### config.mk
export PLATFORM = sky130hd
export DESIGN_NAME = cfm_cordic_stage
export DESIGN_NICKNAME = d
export VERILOG_FILES = /design/src/hw/rtl/color_filter_matrix_generator_core_macros.svh /design/src/hw/rtl/cfm_pkg.sv /design/src/hw/rtl/cfm_cordic_stage.sv
export SDC_FILE = /design/constraint.sdc
export NUM_CORES = 1
export LEC_CHECK = 0
export ABC_AREA = 1
export CAP_MARGIN = 5
export CORE_MARGIN = 4
export CORE_UTILIZATION = 40
export DETAILED_ROUTE_END_ITERATION = 7
export DONT_BUFFER_PORTS = 1
export HOLD_SLACK_MARGIN = 0.15
export PLACE_DENSITY = 0.64
export RECOVER_POWER = 100
export SKIP_LAST_GASP = 1
export SYNTH_ARGS = -nofsm -noshare
export SYNTH_HDL_FRONTEND = slang
export SYNTH_SLANG_ARGS = --single-unit
### constraint.sdc
create_clock -name clk_i -period 6.6 [get_ports clk_i]
set_input_delay 1.32 -clock clk_i [delete_from_list [all_inputs] [get_ports clk_i]]
set_output_delay 1.32 -clock clk_i [all_outputs]
set_load 0.02 [all_outputs]
### src/hw/rtl/color_filter_matrix_generator_core_macros.svh
// ----------------------------------------------------------------------------
// Assertion macros for the colour filter matrix generator
// Concurrent checks that vanish in synthesis builds.
// ----------------------------------------------------------------------------
`ifndef COLOR_FILTER_MATRIX_GENERATOR_CORE_MACROS_SVH
`define COLOR_FILTER_MATRIX_GENERATOR_CORE_MACROS_SVH

`ifndef SYNTHESIS
// check a property on the rising edge, ignored while reset is asserted
`define CFM_ASSERT(lbl, clk, rstn, prop) \
  lbl: assert property (@(posedge clk) disable iff (!rstn) prop) \
    else $error("cfm assertion failed");
// check a property on the rising edge, reset included
`define CFM_ASSERT_ALWAYS(lbl, clk, prop) \
  lbl: assert property (@(posedge clk) prop) \
    else $error("cfm assertion failed");
`else
`define CFM_ASSERT(lbl, clk, rstn, prop)
`define CFM_ASSERT_ALWAYS(lbl, clk, prop)
`endif

`endif

### src/hw/rtl/cfm_pkg.sv
// ----------------------------------------------------------------------------
// cfm_pkg
// Types, constants and the matrix entry function of the colour filter
// matrix generator.
// ----------------------------------------------------------------------------
`timescale 1ns / 1ps

package cfm_pkg;

  // filter kinds
  typedef enum logic [2:0] {
    FN_OPACITY    = 3'd0,
    FN_BRIGHTNESS = 3'd1,
    FN_CONTRAST   = 3'd2,
    FN_INVERT     = 3'd3,
    FN_GRAYSCALE  = 3'd4,
    FN_SEPIA      = 3'd5,
    FN_HUE        = 3'd6,
    FN_SATURATE   = 3'd7
  } cfm_func_e;

  localparam int unsigned AmtW  = 16;
  localparam int unsigned CoefW = 18;
  localparam int unsigned AngW  = 21;  // amount scaled to Q.16
  localparam int unsigned XW    = 19;  // CORDIC x and y
  localparam int unsigned ZW    = 20;  // CORDIC residual angle
  localparam int unsigned TrigW = 14;  // sine and cosine in Q.12
  localparam int unsigned CvW   = 13;  // clamped invert amount
  localparam int unsigned AccW  = 36;  // Q.24 accumulation
  localparam int unsigned CordicSteps  = 16;
  localparam int unsigned StepsPerStage = 4;

  localparam logic [1:0] ROW_ALPHA = 2'd3;
  localparam logic [1:0] COL_FOURTH = 2'd3;

  localparam logic signed [AngW-1:0] PI_Q16      = 21'sd205887;
  localparam logic signed [AngW-1:0] TWO_PI_Q16  = 21'sd411775;
  localparam logic signed [AngW-1:0] HALF_PI_Q16 = 21'sd102944;
  localparam logic signed [XW-1:0]   CORDIC_X0   = 19'sd39797;

  localparam logic signed [ZW-1:0] CORDIC_ATAN [CordicSteps] = '{
    20'sd51472, 20'sd30386, 20'sd16055, 20'sd8150, 20'sd4091, 20'sd2047,
    20'sd1024, 20'sd512, 20'sd256, 20'sd128, 20'sd64, 20'sd32,
    20'sd16, 20'sd8, 20'sd4, 20'sd2
  };

  localparam logic signed [AccW-1:0] ONE_Q12  = 36'sd4096;
  localparam logic signed [AccW-1:0] ONE_Q24  = 36'sd16777216;
  localparam logic signed [AccW-1:0] HALF_Q24 = 36'sd8388608;
  localparam logic signed [AccW-1:0] HALF_LSB = 36'sd2048;
  localparam logic signed [AccW-1:0] COEF_MAX = 36'sd131071;
  localparam logic signed [AccW-1:0] COEF_MIN = -36'sd131072;

  localparam logic signed [12:0] LUM_W  [3] = '{13'sd871, 13'sd2929, 13'sd296};
  localparam logic signed [12:0] BASE_W [3] = '{13'sd872, 13'sd2929, 13'sd295};

  localparam logic signed [12:0] SEPIA_W [3][3] = '{
    '{13'sd1610, 13'sd3150, 13'sd774},
    '{13'sd1430, 13'sd2810, 13'sd688},
    '{13'sd1114, 13'sd2187, 13'sd537}
  };

  // cosine (and saturate amount) weights
  localparam logic signed [12:0] HUE_K [3][3] = '{
    '{13'sd3224, -13'sd2929, -13'sd295},
    '{-13'sd872, 13'sd1167, -13'sd295},
    '{-13'sd872, -13'sd2929, 13'sd3801}
  };

  // sine weights
  localparam logic signed [12:0] HUE_S [3][3] = '{
    '{-13'sd872, -13'sd2929, 13'sd3801},
    '{13'sd586, 13'sd573, -13'sd1159},
    '{-13'sd3224, 13'sd2929, 13'sd295}
  };

  // pipeline payload through angle reduction and CORDIC
  typedef struct packed {
    cfm_func_e                func;
    logic signed [AmtW-1:0]   amount;
    logic                     neg;
    logic signed [XW-1:0]     x;
    logic signed [XW-1:0]     y;
    logic signed [ZW-1:0]     z;
  } cfm_stage_t;

  // one matrix entry, rounded to Q.12 and saturated
  function automatic logic signed [CoefW-1:0] cfm_entry(
    input cfm_func_e               f,
    input logic [1:0]              r,
    input logic [1:0]              c,
    input logic signed [AmtW-1:0]  v,
    input logic [CvW-1:0]          cv,
    input logic signed [TrigW-1:0] s,
    input logic signed [TrigW-1:0] k
  );
    logic signed [AccW-1:0] acc;
    logic signed [AccW-1:0] vx;
    logic signed [AccW-1:0] cvx;
    logic signed [AccW-1:0] sx;
    logic signed [AccW-1:0] kx;
    logic signed [AccW-1:0] rnd;
    logic                   diag;
    logic                   rgb;
    vx   = AccW'(v);
    cvx  = AccW'(cv);
    sx   = AccW'(s);
    kx   = AccW'(k);
    diag = (r == c);
    rgb  = (r != ROW_ALPHA) && (c != COL_FOURTH);
    acc  = diag ? ONE_Q24 : '0;
    case (f)
      FN_OPACITY: begin
        if (r == ROW_ALPHA && c == COL_FOURTH) acc = vx <<< 12;
      end
      FN_BRIGHTNESS: begin
        if (r != ROW_ALPHA && diag) acc = vx <<< 12;
      end
      FN_CONTRAST: begin
        if (r != ROW_ALPHA && diag) acc = vx <<< 12;
        if (r != ROW_ALPHA && c == COL_FOURTH) acc = HALF_Q24 - (vx <<< 11);
      end
      FN_INVERT: begin
        if (r != ROW_ALPHA && diag) acc = (ONE_Q12 - (cvx <<< 1)) <<< 12;
        if (r != ROW_ALPHA && c == COL_FOURTH) acc = cvx <<< 12;
      end
      FN_GRAYSCALE: begin
        if (rgb) begin
          acc = vx * AccW'(LUM_W[c]);
          if (diag) acc = acc + ((ONE_Q12 - vx) <<< 12);
        end
      end
      FN_SEPIA: begin
        if (rgb) begin
          acc = vx * AccW'(SEPIA_W[r][c]);
          if (diag) acc = acc + ((ONE_Q12 - vx) <<< 12);
        end
      end
      FN_HUE: begin
        if (rgb) begin
          acc = (AccW'(BASE_W[c]) <<< 12) + kx * AccW'(HUE_K[r][c])
              + sx * AccW'(HUE_S[r][c]);
        end
      end
      FN_SATURATE: begin
        if (rgb) acc = (AccW'(BASE_W[c]) <<< 12) + vx * AccW'(HUE_K[r][c]);
      end
      default: acc = diag ? ONE_Q24 : '0;
    endcase
    rnd = (acc + HALF_LSB) >>> 12;
    if (rnd > COEF_MAX) rnd = COEF_MAX;
    if (rnd < COEF_MIN) rnd = COEF_MIN;
    return rnd[CoefW-1:0];
  endfunction

endpackage

### src/hw/rtl/cfm_cordic_stage.sv
// ----------------------------------------------------------------------------
// cfm_cordic_stage
// One register stage of the rotation-mode CORDIC, running a group of
// consecutive micro-rotations.
// ----------------------------------------------------------------------------
`timescale 1ns / 1ps

module cfm_cordic_stage #(
  parameter int unsigned FirstStep = 0
) (
  input  logic                 clk_i,
  input  logic                 rst_ni,
  input  logic                 valid_i,
  output logic                 ready_o,
  input  cfm_pkg::cfm_stage_t  stage_i,
  output logic                 valid_o,
  input  logic                 ready_i,
  output cfm_pkg::cfm_stage_t  stage_o
);
  import cfm_pkg::*;

  logic                 valid_q;
  logic                 valid_d;
  cfm_stage_t           stage_q;
  cfm_stage_t           stage_d;
  logic signed [XW-1:0] dx;
  logic signed [XW-1:0] dy;

  assign ready_o = !valid_q || ready_i;

  // run the micro-rotations of this stage
  always_comb begin
    stage_d = stage_i;
    for (int j = 0; j < StepsPerStage; j++) begin
      dx = stage_d.y >>> (FirstStep + j);
      dy = stage_d.x >>> (FirstStep + j);
      if (!stage_d.z[ZW-1]) begin
        stage_d.x = stage_d.x - dx;
        stage_d.y = stage_d.y + dy;
        stage_d.z = stage_d.z - CORDIC_ATAN[4'(FirstStep + j)];
      end else begin
        stage_d.x = stage_d.x + dx;
        stage_d.y = stage_d.y - dy;
        stage_d.z = stage_d.z + CORDIC_ATAN[4'(FirstStep + j)];
      end
    end
  end

  // hold when stalled, advance otherwise
  always_comb begin
    valid_d = valid_q;
    if (ready_o) valid_d = valid_i;
  end

  always_ff @(posedge clk_i or negedge rst_ni) begin
    if (!rst_ni) begin
      valid_q <= 1'b0;
    end else begin
      valid_q <= valid_d;
    end
  end

  always_ff @(posedge clk_i) begin
    if (ready_o && valid_i) stage_q <= stage_d;
  end

  assign valid_o = valid_q;
  assign stage_o = stage_q;

endmodule

==> impl_metrics.ini <==
[sta]
relSlewSlack = -1.70
drv_slew = 79
fin_skew_ns = 0.00793
setup_ws_ns = -2.84
fin_crit_ns = 9.44
clock.fmax_ghz = 0.106
final-setup-viol-count = 54
rsz0062_at_grt = yes
hold_ws_ns = 0.654
period_share = 1.43
finalHoldViolCount = 0
worstMarginPinSlew_ns = 4.05

[critical_path]
end_kind = flop
cp.arrival_ns = 9.54
crit_top_cell = buf_4
cp_slowest_cell = nor4_4
crit_start = stage_i[19]
cpPeakStageDelay_ns = 0.52
critPathLaunchType = primary input
cp_max_fo = 43
critPathKind = primary input to flop
r2r-start = valid_o
cp.required_ns = 6.70

[cells_and_area]
syn2layout_area_growth_pct = 65.8
multi_input_area_um2 = 14700
final_cells = 4083
layout_commonest_cell = buf_4
antennaDiodeCount = 0
final_nets = 3877
layout_common_cells = buf_4, nand2_1, inv_1, ha_1, nand3_1
seq_area_um2 = 2370
fin_area_um2 = 27600
fin_util = 0.673
nFillCells = 3193
drive_above_1_share = 0.418

[placement]
dp_hpwl_um = 47600
finalWeightedCongestion = 0.976
numPortBuffers = 0
placedCellCount = 3900
placed_cell_area_um2 = 23900

[clock_network]
clkLatencyLatePin_ns = 0.35
cts_htree_levels = 3
cts_tree = built
cts_hold_buf = 0
clkSlewWorstSetupHoldPaths_ns = 0.07
cts_made_buffers = 9
cts_root_buffer = clkbuf_16
cts.path.max_buffers = 2
cts.sinks = 79

[grt]
grt_pass1_wl_um = 100000
grt_pass1_vias = 20814
grt_max_degree = 79
grt_use_total = 0.267
gr-total-overflow = 0
grt_antenna_before_repair = 0

[routing]
vias_per_cell = 5.16
post_drt_wl_per_cell_um = 16.6
drt_pass1_iterations = 5
drt-total-wl_um = 67900
num_vias = 21067
drt_iter0_drc = 1197
antenna_left = 0
drcViolationCount = 0

[die]
die_w_um = 212
core_area_um2 = 41000
ios = 162
start_util = 0.406
rows = 74
die_h_um = 212
die-area_um2 = 45000

[outcome]
status = finished, violations left
violations = capacitance limit, slew limit, setup timing

[yosys]
syn_area_per_cell_um2 = 6.50
async_reset_ff_frac = 0.0127
ys_ff_latch = 79
syn-num-nets = 2892
ys.flop_type = edfxtp_1
synth_cell_types = 52
syn_inst = 2561
syn_area_um2 = 16600
ys_seq_area_frac = 0.142
synth-edff-count = 78
yosysWarnings = 0

[worst_hold_path]
hold_path_class = primary input to asynchronous set/reset pin

[job]
maxCapViolations = 1
-- cell type report --
| class | instances | area share |
|---|---|---|
| multi-input cells | 2017 | 0.533 |
| repair buffers | 1007 | 0.284 |
| flip-flops and latches | 79 | 0.0858 |
| inverters | 431 | 0.0602 |
| well taps | 532 | 0.0241 |
| clock buffers | 9 | 0.00816 |
| clock inverters | 7 | 0.00394 |
| repair inverters | 1 | 0.000227 |
-- synth_stat cells, drive strengths merged (2+ instances only) --
master	number	area, um2
o31ai	13	97.6
fa	13	260
o21ai	111	559
nor4	2	12.5
nand4	30	188
a221oi	2	17.5
nand2	656	2560
and2	2	12.5
nand3b	11	82.6
o211ai	9	67.6
a31oi	18	113
nand3	190	1010
inv	430	1610
a21o	4	30.0
nor2	177	732
a21oi	214	1090
buf	25	173
xor2	164	1440
a211oi	2	15.0
o311ai	4	35.0
o21bai	21	158
or2	15	93.8
edfxtp	78	2340
a21boi	6	45.1
clkbuf	9	33.8
xnor2	69	604
nor3	39	210
nor3b	2	15.0
ha	236	2950
-- worst paths after layout --
path,slack [ns],cells past startpoint,end
worst max-delay path,-2.84,61,stage_o[36]
worst min-delay path,0.65,0,valid_o
worst max register to register,2.48,2,stage_o[32]
worst min register to register,0.93,2,valid_o
max in group asynchronous,5.88,0,valid_o
min in group clk_i,0.93,2,valid_o
-- metal layers --
| layer | part of all wire | vias up | routed length, um | global-route usage |
|---|---|---|---|---|
| met5 | 0 | - | 0 | 0 |
| met4 | 0.057 | 0 | 3850 | 0.0896 |
| met3 | 0.040 | 267 | 2710 | 0.0180 |
| met2 | 0.51 | 721 | 34400 | 0.505 |
| met1 | 0.40 | 9770 | 27000 | 0.318 |
| li1 | - | 10309 | - | - |
-- worst max-delay path: cells and delay by family --
family | cells | cell delay, ns
buffers and inverters | 19 | 2.40
and+or+nand+nor | 20 | 2.32
AOI/OAI and AO/OA | 15 | 1.96
adders and majority gates | 4 | 1.07
xor gates and xnor gates | 3 | 0.44
-- registers in the layout, indices dropped and copies added (netlist names) --
| register | cells |
|---|---|
| stage_o | 78 |
| valid_o | 1 |
-- repair_timing --
item                                    in CTS  in global routing
resized for setup                          289                198
endpoints found under the setup margin      54                 55
cloned                                       2                  0
pin swaps                                  206                176
buffers inserted                           161                 67
-- per-stage QoR --
step / setup slack, ns / TNS, ns
2_1_floorplan: -2.24 / -77.60
3_3_place_gp: -2.62 / -101.16
3_5_place_dp: -2.81 / -106.24
4_1_cts: -1.94 / -69.11
5_1_grt: -3.27 / -129.37
6_report: -2.84 / -107.75
-- cell families (layout without fill, tap and decap cells) --
family / count (synthesis) / count (layout) / synth area share
DFF: 79 / 79 / 0.142
xor gates and xnor gates: 233 / 233 / 0.123
AOI/OAI and AO/OA: 409 / 409 / 0.136
buffers and inverters: 465 / 1455 / 0.110
adders and majority gates: 249 / 249 / 0.193
and+or+nand+nor: 1126 / 1126 / 0.296
Power is not shown: default switching activity piles up to over one toggle a cycle in this logic, so the estimate is an artifact.
