[src/hw/rtl/color_filter_matrix_generator_core_macros.svh]
// ----------------------------------------------------------------------------
// Assertion macros for the colour filter matrix generator
// Concurrent checks that vanish in synthesis builds.
// ----------------------------------------------------------------------------
`ifndef COLOR_FILTER_MATRIX_GENERATOR_CORE_MACROS_SVH
`define COLOR_FILTER_MATRIX_GENERATOR_CORE_MACROS_SVH

`ifndef SYNTHESIS
// check a property on the rising edge, ignored while reset is asserted
`define CFM_ASSERT(lbl, clk, rstn, prop) \
  lbl: assert property (@(posedge clk) disable iff (!rstn) prop) \
    else $error("cfm assertion failed");
// check a property on the rising edge, reset included
`define CFM_ASSERT_ALWAYS(lbl, clk, prop) \
  lbl: assert property (@(posedge clk) prop) \
    else $error("cfm assertion failed");
`else
`define CFM_ASSERT(lbl, clk, rstn, prop)
`define CFM_ASSERT_ALWAYS(lbl, clk, prop)
`endif

`endif

[src/hw/rtl/cfm_pkg.sv]
// ----------------------------------------------------------------------------
// cfm_pkg
// Types, constants and the matrix entry function of the colour filter
// matrix generator.
// ----------------------------------------------------------------------------
`timescale 1ns / 1ps

package cfm_pkg;

  // filter kinds
  typedef enum logic [2:0] {
    FN_OPACITY    = 3'd0,
    FN_BRIGHTNESS = 3'd1,
    FN_CONTRAST   = 3'd2,
    FN_INVERT     = 3'd3,
    FN_GRAYSCALE  = 3'd4,
    FN_SEPIA      = 3'd5,
    FN_HUE        = 3'd6,
    FN_SATURATE   = 3'd7
  } cfm_func_e;

  localparam int unsigned AmtW  = 16;
  localparam int unsigned CoefW = 18;
  localparam int unsigned AngW  = 21;  // amount scaled to Q.16
  localparam int unsigned XW    = 19;  // CORDIC x and y
  localparam int unsigned ZW    = 20;  // CORDIC residual angle
  localparam int unsigned TrigW = 14;  // sine and cosine in Q.12
  localparam int unsigned CvW   = 13;  // clamped invert amount
  localparam int unsigned AccW  = 36;  // Q.24 accumulation
  localparam int unsigned CordicSteps  = 16;
  localparam int unsigned StepsPerStage = 4;

  localparam logic [1:0] ROW_ALPHA = 2'd3;
  localparam logic [1:0] COL_FOURTH = 2'd3;

  localparam logic signed [AngW-1:0] PI_Q16      = 21'sd205887;
  localparam logic signed [AngW-1:0] TWO_PI_Q16  = 21'sd411775;
  localparam logic signed [AngW-1:0] HALF_PI_Q16 = 21'sd102944;
  localparam logic signed [XW-1:0]   CORDIC_X0   = 19'sd39797;

  localparam logic signed [ZW-1:0] CORDIC_ATAN [CordicSteps] = '{
    20'sd51472, 20'sd30386, 20'sd16055, 20'sd8150, 20'sd4091, 20'sd2047,
    20'sd1024, 20'sd512, 20'sd256, 20'sd128, 20'sd64, 20'sd32,
    20'sd16, 20'sd8, 20'sd4, 20'sd2
  };

  localparam logic signed [AccW-1:0] ONE_Q12  = 36'sd4096;
  localparam logic signed [AccW-1:0] ONE_Q24  = 36'sd16777216;
  localparam logic signed [AccW-1:0] HALF_Q24 = 36'sd8388608;
  localparam logic signed [AccW-1:0] HALF_LSB = 36'sd2048;
  localparam logic signed [AccW-1:0] COEF_MAX = 36'sd131071;
  localparam logic signed [AccW-1:0] COEF_MIN = -36'sd131072;

  localparam logic signed [12:0] LUM_W  [3] = '{13'sd871, 13'sd2929, 13'sd296};
  localparam logic signed [12:0] BASE_W [3] = '{13'sd872, 13'sd2929, 13'sd295};

  localparam logic signed [12:0] SEPIA_W [3][3] = '{
    '{13'sd1610, 13'sd3150, 13'sd774},
    '{13'sd1430, 13'sd2810, 13'sd688},
    '{13'sd1114, 13'sd2187, 13'sd537}
  };

  // cosine (and saturate amount) weights
  localparam logic signed [12:0] HUE_K [3][3] = '{
    '{13'sd3224, -13'sd2929, -13'sd295},
    '{-13'sd872, 13'sd1167, -13'sd295},
    '{-13'sd872, -13'sd2929, 13'sd3801}
  };

  // sine weights
  localparam logic signed [12:0] HUE_S [3][3] = '{
    '{-13'sd872, -13'sd2929, 13'sd3801},
    '{13'sd586, 13'sd573, -13'sd1159},
    '{-13'sd3224, 13'sd2929, 13'sd295}
  };

  // pipeline payload through angle reduction and CORDIC
  typedef struct packed {
    cfm_func_e                func;
    logic signed [AmtW-1:0]   amount;
    logic                     neg;
    logic signed [XW-1:0]     x;
    logic signed [XW-1:0]     y;
    logic signed [ZW-1:0]     z;
  } cfm_stage_t;

  // one matrix entry, rounded to Q.12 and saturated
  function automatic logic signed [CoefW-1:0] cfm_entry(
    input cfm_func_e               f,
    input logic [1:0]              r,
    input logic [1:0]              c,
    input logic signed [AmtW-1:0]  v,
    input logic [CvW-1:0]          cv,
    input logic signed [TrigW-1:0] s,
    input logic signed [TrigW-1:0] k
  );
    logic signed [AccW-1:0] acc;
    logic signed [AccW-1:0] vx;
    logic signed [AccW-1:0] cvx;
    logic signed [AccW-1:0] sx;
    logic signed [AccW-1:0] kx;
    logic signed [AccW-1:0] rnd;
    logic                   diag;
    logic                   rgb;
    vx   = AccW'(v);
    cvx  = AccW'(cv);
    sx   = AccW'(s);
    kx   = AccW'(k);
    diag = (r == c);
    rgb  = (r != ROW_ALPHA) && (c != COL_FOURTH);
    acc  = diag ? ONE_Q24 : '0;
    case (f)
      FN_OPACITY: begin
        if (r == ROW_ALPHA && c == COL_FOURTH) acc = vx <<< 12;
      end
      FN_BRIGHTNESS: begin
        if (r != ROW_ALPHA && diag) acc = vx <<< 12;
      end
      FN_CONTRAST: begin
        if (r != ROW_ALPHA && diag) acc = vx <<< 12;
        if (r != ROW_ALPHA && c == COL_FOURTH) acc = HALF_Q24 - (vx <<< 11);
      end
      FN_INVERT: begin
        if (r != ROW_ALPHA && diag) acc = (ONE_Q12 - (cvx <<< 1)) <<< 12;
        if (r != ROW_ALPHA && c == COL_FOURTH) acc = cvx <<< 12;
      end
      FN_GRAYSCALE: begin
        if (rgb) begin
          acc = vx * AccW'(LUM_W[c]);
          if (diag) acc = acc + ((ONE_Q12 - vx) <<< 12);
        end
      end
      FN_SEPIA: begin
        if (rgb) begin
          acc = vx * AccW'(SEPIA_W[r][c]);
          if (diag) acc = acc + ((ONE_Q12 - vx) <<< 12);
        end
      end
      FN_HUE: begin
        if (rgb) begin
          acc = (AccW'(BASE_W[c]) <<< 12) + kx * AccW'(HUE_K[r][c])
              + sx * AccW'(HUE_S[r][c]);
        end
      end
      FN_SATURATE: begin
        if (rgb) acc = (AccW'(BASE_W[c]) <<< 12) + vx * AccW'(HUE_K[r][c]);
      end
      default: acc = diag ? ONE_Q24 : '0;
    endcase
    rnd = (acc + HALF_LSB) >>> 12;
    if (rnd > COEF_MAX) rnd = COEF_MAX;
    if (rnd < COEF_MIN) rnd = COEF_MIN;
    return rnd[CoefW-1:0];
  endfunction

endpackage

[src/hw/rtl/cfm_prep.sv]
// ----------------------------------------------------------------------------
// cfm_prep
// Entry stage: scale the amount to a Q.16 angle and fold it into
// [-pi/2, pi/2] ahead of the CORDIC.
// ----------------------------------------------------------------------------
`timescale 1ns / 1ps

module cfm_prep (
  input  logic                 clk_i,
  input  logic                 rst_ni,
  input  logic                 valid_i,
  output logic                 ready_o,
  input  cfm_pkg::cfm_func_e   func_i,
  input  logic signed [15:0]   amount_i,
  output logic                 valid_o,
  input  logic                 ready_i,
  output cfm_pkg::cfm_stage_t  stage_o
);
  import cfm_pkg::*;

  logic                   valid_q;
  logic                   valid_d;
  cfm_stage_t             stage_q;
  cfm_stage_t             stage_d;
  logic signed [AngW-1:0] ang0;
  logic signed [AngW-1:0] ang1;
  logic signed [AngW-1:0] ang2;
  logic                   neg;

  assign ready_o = !valid_q || ready_i;

  // fold the angle: first into [-pi, pi], then into [-pi/2, pi/2]
  always_comb begin
    ang0 = AngW'(amount_i) <<< 4;
    if (ang0 > PI_Q16) begin
      ang1 = ang0 - TWO_PI_Q16;
    end else if (ang0 < -PI_Q16) begin
      ang1 = ang0 + TWO_PI_Q16;
    end else begin
      ang1 = ang0;
    end
    neg = 1'b0;
    if (ang1 > HALF_PI_Q16) begin
      ang2 = ang1 - PI_Q16;
      neg  = 1'b1;
    end else if (ang1 < -HALF_PI_Q16) begin
      ang2 = ang1 + PI_Q16;
      neg  = 1'b1;
    end else begin
      ang2 = ang1;
    end
    stage_d.func   = func_i;
    stage_d.amount = amount_i;
    stage_d.neg    = neg;
    stage_d.x      = CORDIC_X0;
    stage_d.y      = '0;
    stage_d.z      = ang2[ZW-1:0];
  end

  // hold when stalled, advance otherwise
  always_comb begin
    valid_d = valid_q;
    if (ready_o) valid_d = valid_i;
  end

  always_ff @(posedge clk_i or negedge rst_ni) begin
    if (!rst_ni) begin
      valid_q <= 1'b0;
    end else begin
      valid_q <= valid_d;
    end
  end

  always_ff @(posedge clk_i) begin
    if (ready_o && valid_i) stage_q <= stage_d;
  end

  assign valid_o = valid_q;
  assign stage_o = stage_q;

endmodule

[config.mk]
export PLATFORM = sky130hd
export DESIGN_NAME = cfm_prep
export DESIGN_NICKNAME = d
export VERILOG_FILES = /design/src/hw/rtl/color_filter_matrix_generator_core_macros.svh /design/src/hw/rtl/cfm_pkg.sv /design/src/hw/rtl/cfm_prep.sv
export SDC_FILE = /design/constraint.sdc
export NUM_CORES = 1
export LEC_CHECK = 0
export BUFFER_PORTS_ARGS = -buffer_cell sky130_fd_sc_hd__buf_4
export CORE_MARGIN = 5
export CORE_UTILIZATION = 43
export CTS_CLUSTER_DIAMETER = 120
export DETAILED_ROUTE_END_ITERATION = 12
export PLACE_DENSITY = 0.69
export REMOVE_ABC_BUFFERS = 1
export SLEW_MARGIN = 20
export SYNTH_ARGS = -nofsm -noshare
export SYNTH_HDL_FRONTEND = slang
export SYNTH_SLANG_ARGS = --single-unit
[constraint.sdc]
create_clock -name clk_i -period 2.1 [get_ports clk_i]
set_input_delay 0.105 -clock clk_i [delete_from_list [all_inputs] [get_ports clk_i]]
set_output_delay 0.105 -clock clk_i [all_outputs]
set_load 0.005 [all_outputs]
==> metrics.txt <==
outcome finished, violations left; failing checks negative setup slack; Final Wtd Congestion 0.893; fmax 0.353 GHz; final setup vio count 20; final WL 10100 um; Die Span Y 99.4 um; Critical Path Start amount_i[5]; Pre-Repair DR Iteration Count 5; share of cells above drive strength 1 51.1%; Synth area leader edfxtp_1; Worst Setup End Kind flop; area delta synth->final 53.1%; initial cell density of the core 44.2%; Worst Reg2Reg Path Length in Cells 3; delay of the slowest critical-path stage 450 ps; DRC violations left 0; synth warn 0; Port Buf Inserts 64; Arr. time, crit path 2890 ps; top cell family by delay on the critical path compound AO/OA/AOI/OAI gates; die footprint 0.00988 sq mm; Syn Inst Count 352; first-pass GRT wire length 15400 um; DR iter-0 viols 163; Cell Area, Placed 0.00460 sq mm; CTS tree yes; Root Buffer clkbuf_8; CTS Buf Count 5; die width 99.4 um; vias in the first global route 3201; WL/cell 16.1 um; period utilization 135%; final hold vios 0; via count 3242; Sequential cell area 0.00120 sq mm; Worst Hold Class in2reg; final-stage net count 553; htree depth 2; dpl hpwl 7170 um; Synth Flop Type edfxtp_1; Yosys top cell area share 34.1%; Pleak 2.26 nW; worst path required time 2160 ps; reg-to-reg endpoint stage_o[12]; Skew-Pair Late Insertion Delay 300 ps; io pins 103; FFs w/ async S/R, synth 2.50%; RR Startpoint valid_o; # rows 32; Post-synth EDFFs 39; # diodes 0; design area 0.00526 sq mm; Yosys reg bits 40; setup TNS -13220 ps; Filler cells 577; cell area after synthesis 0.00344 sq mm; synth cell count leaders buf_4 (41), edfxtp_1 (39), nand2_1 (29); CP bufs+invs 4; DRT antenna net count 0; Crit Path Max Fanout 8; max-cap violation count 0; sequential-to-total area share from yosys stat 34.8%; CTS sink count 40; largest net degree at the start of global routing 40; R2R setup slack 870 ps; area of the multi-input gates 0.00219 sq mm; Total GRT Usage 19.0%; crit path cell chain buf_6, o41a_1, o2111ai_2, a21o_2, inv_4, buf_4, a22oi_4, xor2_2, o21ai_1, a311o_1, a31oi_4, buf_12, a32oi_2, xnor2_1; top cells by area, synth edfxtp_1 (34%), buf_4 (9.0%), xnor2_1 (5.6%), nand2_1 (3.2%), ha_1 (2.5%); crit path launch type input pin; Period minus WS final 2830 ps; Fin Clk Skew 7.91 ps; Power Density 585 mW/mm^2; CP endpoint stage_o[5]; post-synth cell types 75; clk buf depth 2; Critical-path top delay cell o41a_1; most frequent cell after synthesis buf_4; Pwr Total 0.00308 W; WP depth 14; Max Slew Vio Count 0; drt via density 5.18; maximum VDD drop 0.265 mV; hold path cells 1; Worst-path clk slew 90 ps; total grt overflow 0; post-route core utilization 67.7%; Crit Path Category in2reg; initial antenna violation count 0; core area 0.00777 sq mm; syn_area_per_cell 9.76 sq um; unrepaired setup endpoints after global routing true; Final WS setup -733 ps
per-stage QoR:
stage | hold WS (ps) | setup WS, ps | cells
detailed placement | -119 | -1230 | 597
finish | 11.2 | -733 | 626
CTS | 7.05 | -612 | 622
global route | 4.99 | -862 | 626
floorplan | -191 | -1380 | 326
global placement | -120 | -1260 | 597
layout make-up:
cell class	instances	share of cell area [%]
tap	102	2.43
clock buffer	6	1.38
clock inverter	2	0.666
sequential	40	22.7
inverter	15	1.26
multi-input combinational	271	41.6
timing repair buffer	190	29.9
report_power, final:
group	total, W	leakage (nW)	internal, W	switching (W)
combinational	0.00143	1.82	0.000747	0.000687
clock	0.000630	0.0552	0.000353	0.000277
sequential	0.00101	0.381	0.000994	0.0000206
worst min-delay path by stage:
| stage | startpoint | to |
|---|---|---|
| after floorplan | rst_ni | valid_o |
| after global placement | rst_ni | valid_o |
| after detailed placement | rst_ni | valid_o |
| after CTS | amount_i[9] | stage_o[68] |
| after global routing | amount_i[9] | stage_o[68] |
| final | amount_i[9] | stage_o[68] |
what timing repair did:
item | in CTS | in global routing
buffers inserted | 12 | 2
hold buffers | 5 | 0
endpoints found under the hold margin | 5 | 0
pin swaps | 14 | 15
gates resized for setup | 45 | 30
cloned | 0 | 2
setup endpoints to repair | 20 | 20
kinds of logic (layout without fill, tap and decap cells):
logic type                 Yosys count  after routing  synth area share (%)
xor gates and xnor gates            32             32                  9.03
other                                2             38                 0.219
AOI/OAI and AO/OA                  102            102                  25.1
DFF                                 40             40                  34.8
and+or+nand+nor                     92             92                  14.0
buffers and inverters               77            213                  14.3
adders and majority gates            7              7                  2.55
state kept, by name, indices dropped and copies added (netlist names):
signal   count
stage_o     39
valid_o      1
layer usage:
| layer | track usage, % | up-vias | part of all wire [%] |
|---|---|---|---|
| li1 | - | 1560 | - |
| met1 | 23.8 | 1518 | 40 |
| met2 | 34.5 | 143 | 50 |
| met3 | 3.09 | 21 | 7.8 |
| met4 | 3.99 | 0 | 1.8 |
| met5 | 0 | - | 0 |
cells in the final DEF (no fill, tap or decap), types with 3 or more instances in the layout:
master	instances
buf_4	168
edfxtp_1	39
conb_1	38
nand2_1	27
xnor2_1	17
nor2_1	17
inv_1	10
buf_6	10
a22oi_2	7
o21ai_0	7
a21oi_1	7
a32oi_2	6
nor3_1	6
nand2b_1	6
o21ai_1	5
and2_1	5
a21o_1	5
xor2_1	5
nand3_1	5
xnor2_2	5
ha_1	5
clkbuf_8	5
dlygate4sd3_1	5
buf_12	5
a21oi_2	4
o211ai_1	4
xor2_2	4
a22oi_1	3
o21a_1	3
o21ai_2	3
inv_2	3
o31a_1	3
a31oi_2	3
a22oi_4	3
a311o_1	3
worst reg2reg max path, cell delays in order (launching register included):
cell and delay (ps):
dfrtp_1 380, nand2b_1 120, and2_2 180, buf_12 230
Note: power is estimated with default switching activity, not from simulation.
